===== config.mk =====
export PLATFORM = sky130hd
export DESIGN_NAME = lcc_cell
export DESIGN_NICKNAME = d
export VERILOG_FILES = /design/src/rtl/lcc_pkg.sv /design/src/rtl/lcc_cell.sv
export SDC_FILE = /design/constraint.sdc
export NUM_CORES = 1
export LEC_CHECK = 0
export ABC_CLOCK_PERIOD_IN_PS = 10900
export BUFFER_PORTS_ARGS = -buffer_cell sky130_fd_sc_hd__buf_2
export CORE_ASPECT_RATIO = 1.5
export CORE_MARGIN = 1
export CORE_UTILIZATION = 30
export CTS_CLUSTER_SIZE = 16
export DETAILED_ROUTE_END_ITERATION = 8
export PLACE_DENSITY_LB_ADDON = 0.05
export SLEW_MARGIN = 15
export SYNTH_ARGS = -nofsm -noshare
export SYNTH_HDL_FRONTEND = slang
export SYNTH_SLANG_ARGS = --single-unit

===== constraint.sdc =====
create_clock -name clk -period 10.9 [get_ports clk]
set_input_delay 1.09 -clock clk [delete_from_list [all_inputs] [get_ports clk]]
set_output_delay 1.09 -clock clk [all_outputs]
set_load 0.05 [all_outputs]

===== src/rtl/lcc_pkg.sv =====
// Shared constants, operation codes and the token type of the leader color clustering block.
package lcc_pkg;

	localparam int TABLE_DEPTH = 256;
	localparam int IDX_W       = $clog2(TABLE_DEPTH);
	localparam int CNT_W       = $clog2(TABLE_DEPTH + 1);
	localparam int CMP_W       = (IDX_W > 8) ? IDX_W : 8;
	localparam int CH_W        = 8;
	localparam int SLOT_W      = 8;
	localparam int RS_W        = 8;
	localparam int OP_W        = 2;
	localparam int THR_W       = 9;
	localparam int THR2_W      = 2 * THR_W;
	localparam int OUT_CNT_W   = 9;
	localparam int THR_RESET   = 255;

	localparam logic [OP_W-1:0] OP_CLEAR   = 2'd0;
	localparam logic [OP_W-1:0] OP_CLUSTER = 2'd1;
	localparam logic [OP_W-1:0] OP_READ    = 2'd2;

	// One request as it travels down the cell chain, with its result so far
	typedef struct packed {
		logic              valid;
		logic [OP_W-1:0]   op;
		logic [CH_W-1:0]   red;
		logic [CH_W-1:0]   green;
		logic [CH_W-1:0]   blue;
		logic [RS_W-1:0]   read_slot;
		logic              done;
		logic              merged;
		logic              appended;
		logic [SLOT_W-1:0] slot;
		logic [CH_W-1:0]   res_red;
		logic [CH_W-1:0]   res_green;
		logic [CH_W-1:0]   res_blue;
		logic [CNT_W-1:0]  count;
	} token_t;

endpackage


===== src/rtl/lcc_cell.sv =====
// One table entry of the cluster chain: match, merge, append, read, clear and count for a passing request.
module lcc_cell import lcc_pkg::*; (
	input  logic              clk,
	input  logic              arst_n,
	input  logic              advance,
	input  logic [IDX_W-1:0]  index,
	input  logic [THR2_W-1:0] thr2,
	input  token_t            tin,
	output token_t            tout
);

	logic [CH_W-1:0]   red_q;
	logic [CH_W-1:0]   green_q;
	logic [CH_W-1:0]   blue_q;
	logic              valid_q;

	logic [CH_W-1:0]   dr;
	logic [CH_W-1:0]   dg;
	logic [CH_W-1:0]   db;
	logic [THR2_W-1:0] d2;
	logic [CH_W:0]     sum_r;
	logic [CH_W:0]     sum_g;
	logic [CH_W:0]     sum_b;
	logic              hit;
	logic              append;
	logic              rd_hit;
	logic              valid_nxt;
	token_t            tnext;

	function automatic logic [CH_W-1:0] abs_diff(input logic [CH_W-1:0] a,
		input logic [CH_W-1:0] b);
		return (a > b) ? a - b : b - a;
	endfunction

	always_comb begin
		dr = abs_diff(red_q, tin.red);
		dg = abs_diff(green_q, tin.green);
		db = abs_diff(blue_q, tin.blue);
		d2 = THR2_W'(dr) * THR2_W'(dr) + THR2_W'(dg) * THR2_W'(dg)
			+ THR2_W'(db) * THR2_W'(db);
		sum_r = {1'b0, red_q} + {1'b0, tin.red};
		sum_g = {1'b0, green_q} + {1'b0, tin.green};
		sum_b = {1'b0, blue_q} + {1'b0, tin.blue};
		hit = valid_q && !tin.done && (tin.op == OP_CLUSTER) && (d2 < thr2);
		// first free cell takes an unmatched sample; valid cells form a prefix
		append = !valid_q && !tin.done && (tin.op == OP_CLUSTER);
		rd_hit = valid_q && (tin.op == OP_READ) && (CMP_W'(index) == CMP_W'(tin.read_slot));
	end

	always_comb begin
		tnext = tin;
		valid_nxt = valid_q;
		if (tin.valid) begin
			if (tin.op == OP_CLEAR) begin
				valid_nxt = 1'b0;
			end else if (hit) begin
				tnext.done = 1'b1;
				tnext.merged = 1'b1;
				tnext.slot = SLOT_W'(index);
				tnext.res_red = sum_r[CH_W:1];
				tnext.res_green = sum_g[CH_W:1];
				tnext.res_blue = sum_b[CH_W:1];
			end else if (append) begin
				valid_nxt = 1'b1;
				tnext.done = 1'b1;
				tnext.appended = 1'b1;
				tnext.slot = SLOT_W'(index);
				tnext.res_red = tin.red;
				tnext.res_green = tin.green;
				tnext.res_blue = tin.blue;
			end else if (rd_hit) begin
				tnext.res_red = red_q;
				tnext.res_green = green_q;
				tnext.res_blue = blue_q;
			end
			tnext.count = tin.count + CNT_W'(valid_nxt);
		end
	end

	always_ff @(posedge clk or negedge arst_n) begin
		if (!arst_n) begin
			tout <= '0;
			valid_q <= 1'b0;
		end else if (advance) begin
			tout <= tnext;
			if (tin.valid) begin
				valid_q <= valid_nxt;
			end
		end
	end

	always_ff @(posedge clk) begin
		if (advance && tin.valid && (hit || append)) begin
			red_q <= tnext.res_red;
			green_q <= tnext.res_green;
			blue_q <= tnext.res_blue;
		end
	end

endmodule

==> metrics.md <==
| Metric | Value |
|---|---|
| Status | `completed` |
| Final core utilization | `0.366` |
| CP Max Fanout | `27` |
| Worst R2R Path Depth | `38` |
| Final Hold Viols | `0` |
| R2r endpoint | `green_q[6]` |
| Hold Path Origin | `tout[31]` |
| Post-Syn Area | `13,800 um2` |
| F_max | `0.0960 GHz` |
| Die Height | `265 um` |
| Syn nets | `1,929` |
| Post-Place Worst Slack | `-0.387 ns` |
| Post-Synthesis Mean Instance Area | `9.13 um2` |
| Data arrival, critical path | `10.51 ns` |
| Layout Skew | `0.0108 ns` |
| Synth Register Bits | `104` |
| Vias | `10,900` |
| H-tree levels | `3` |
| Num CTS Buffers | `9` |
| Antenna fix cells | `0` |
| Clock transition at the registers of the reported paths | `0.08 ns` |
| Vias in the first global route | `11,700` |
| IO Port Bufs | `186` |
| Filler instances | `4,635` |
| Relative slew slack | `0.386` |
| CP Class | `input port to flip-flop` |
| Largest net degree at the start of global routing | `67` |
| Total grt overflow | `0` |
| CP Data Required Time | `11.00 ns` |
| Most used DFF post-synth | `dfrtp_1` |
| EDFF count, synth | `24` |
| FFs w/ async S/R, synth | `0.769` |
| Post-synth top area share | `0.204` |
| Crit. End Element | `flip-flop` |
| RePlAce Congestion | `0.837` |
| Gr usage total | `0.184` |
| Sequential area share after synthesis | `0.197` |
| Mapped Cells | `1,513` |
| CP dominant cell by count | `fa_1` |
| Largest stage delay on the critical path | `0.56 ns` |
| Netlist cell types | `66` |
| Area leader, netlist | `fa_1` |
| Slowest-stage cell, CP | `fa_1` |
| Synth warnings | `0` |
| Routed Antenna Nets | `0` |
| Clock Latency Late Sink | `0.36 ns` |
| Worst Tran Pin Value | `0.922 ns` |
| Hold Crit Endpoint | `tout[31]` |
| Area grow syn2layout | `19.5%` |
| Final HPWL DP | `35,600 um` |
| Worst Hold Class | `flip-flop to flip-flop` |
| TritonRoute pass-1 iters | `5` |
| Hold WS | `0.494 ns` |
| Worst R2R Setup Slack | `0.74 ns` |
| CTS Hold Bufs | `0` |
| Fin nets | `2,179` |
| Starting Density | `0.306` |
| Via density | `4.63` |
| Final Cycle Share | `0.956` |
| Crit path time final | `10.42 ns` |
| DRC | `0` |
| Share of layout cells above drive strength 1 | `0.225` |
| R2R Path Start | `blue_q[0]` |
| Core ar. | `45,000 um2` |
| Clock sink count | `104` |
| TritonCTS clock tree | `built` |
| Total Wirelength | `41,900 um` |
| Die area | `46,900 um2` |
| DRT iter0 DRCs | `341` |
| Hold Crit Depth | `2` |
| Worst Setup Start Kind | `input port` |
| Rows | `95` |
| Drt wl/cell | `17.8 um` |
| TNS Setup | `0 ns` |
| Final Slew Violations | `0` |
| CTS max path bufs | `2` |
| Initial antenna violation count | `2` |
| Dominant cells by area after synthesis | `fa_1, ha_1, dfrtp_1` |
| Max_cap viols | `0` |
| Root Driver | `clkbuf_16` |
| Final setup margin | `0.483 ns` |
| Global-route wire length before repair | `65,700 um` |
| Die W | `177 um` |
| I/O Pins | `187` |
| # setup viols final | `0` |
metal layers:
layer / track usage / vias to the layer above / share of wire
met2: 0.346 / 184 / 0.54
li1: - / 5411 / -
met4: 0.0617 / 4 / 0.030
met5: 0 / - / 0.00055
met3: 0.0207 / 40 / 0.028
met1: 0.211 / 5247 / 0.40
state kept, by name, summed over array words and instances (netlist names):
register,cells
green_q,8
red_q,8
tout,79
blue_q,8
valid_q,1
worst max-delay path: cells and delay by family:
kind                       cells  cell delay (ns)
and+or+nand+nor                2             0.47
buffers and inverters         10             1.01
AOI/OAI and AO/OA             12             2.56
muxes                          1             0.21
adders and majority gates     11             4.77
xor gates and xnor gates       2             0.32
cell families after synthesis:
| logic type | Yosys count | synth area share |
|---|---|---|
| AND/OR/NAND/NOR | 307 | 0.103 |
| XOR/XNOR | 69 | 0.0451 |
| adder cells (fa/ha/maj) | 308 | 0.356 |
| flip-flops | 104 | 0.197 |
| buffers and inverters | 360 | 0.0996 |
| multiplexers | 96 | 0.0746 |
| AO/OA/AOI/OAI | 269 | 0.125 |
cells in the final DEF, fill, tap and decap left out, types with 8 or more instances in the layout:
master / Yosys / final
edfxtp_1: 24 / 24
and3_1: 15 / 15
fa_1: 141 / 141
mux2_2: 47 / 47
buf_2: 10 / 184
dfrtp_1: 80 / 80
nand2b_1: 22 / 21
or2_2: 9 / 9
buf_4: 1 / 106
nor2b_1: 9 / 9
inv_1: 306 / 306
ha_1: 167 / 167
o21bai_1: 13 / 13
o211ai_1: 9 / 9
xnor2_1: 41 / 38
a21oi_1: 83 / 80
nor3_1: 16 / 15
a31oi_1: 9 / 8
o21ai_0: 78 / 74
xor2_1: 27 / 27
a21o_1: 17 / 17
clkbuf_16: 0 / 9
mux2i_1: 47 / 44
nand4_1: 11 / 11
nand2_1: 75 / 75
nor2_1: 120 / 119
synthesized netlist by cell type, types with 6 or more instances:
cell type	count
a31oi_1	9
clkbuf_1	37
edfxtp_1	24
a211oi_1	6
o211ai_1	9
o21ai_0	78
mux2i_1	47
inv_1	306
o31ai_1	6
nor2_1	120
a21oi_1	83
nand2_1	75
or3_1	7
and3_1	15
nand3_1	8
nand2b_1	22
nor3_1	16
dfrtp_1	80
mux2_2	47
xnor2_1	41
a21o_1	17
o311ai_0	7
nand4_1	11
buf_2	10
fa_1	141
o21bai_1	13
nor2b_1	9
ha_1	167
or2_2	9
xor2_1	27
final cells by class:
class / count / area [um2] / share of cell area
repair buffers: 293 / 1770 / 0.107
inverters: 306 / 1150 / 0.0696
clock buffers: 9 / 225 / 0.0137
multi-input cells: 1049 / 9850 / 0.597
flip-flops and latches: 104 / 2720 / 0.165
clock inverters: 7 / 52.6 / 0.00319
well taps: 582 / 728 / 0.0441
per-stage QoR:
step / instances / cell area (um2)
floorplan: 1513 / 13800
global placement: 2330 / 16100
detailed placement: 2330 / 16100
CTS: 2346 / 16400
global route: 2350 / 16500
finish: 2350 / 16500
worst max-delay path by stage:
stage / start / endpoint / slack [ns] / cells past startpoint
after floorplan: tin[52] / blue_q[0] / 0.11 / 34
after global placement: tin[52] / tout[35] / -0.34 / 39
after detailed placement: tin[52] / tout[40] / -0.39 / 40
after CTS: tin[52] / tout[40] / 0.14 / 40
after global routing: tin[52] / green_q[6] / -0.002 / 39
final: tin[52] / green_q[6] / 0.48 / 38
repair_timing:
item | in CTS | in global routing
gates resized for setup | 1 | 22
gates cloned | 0 | 1
buffers inserted | 0 | 3
pin swaps | 0 | 5
endpoints found under the setup margin | 1 | 83
Power is not shown: default switching activity piles up to over one toggle a cycle in this logic, so the estimate is an artifact.
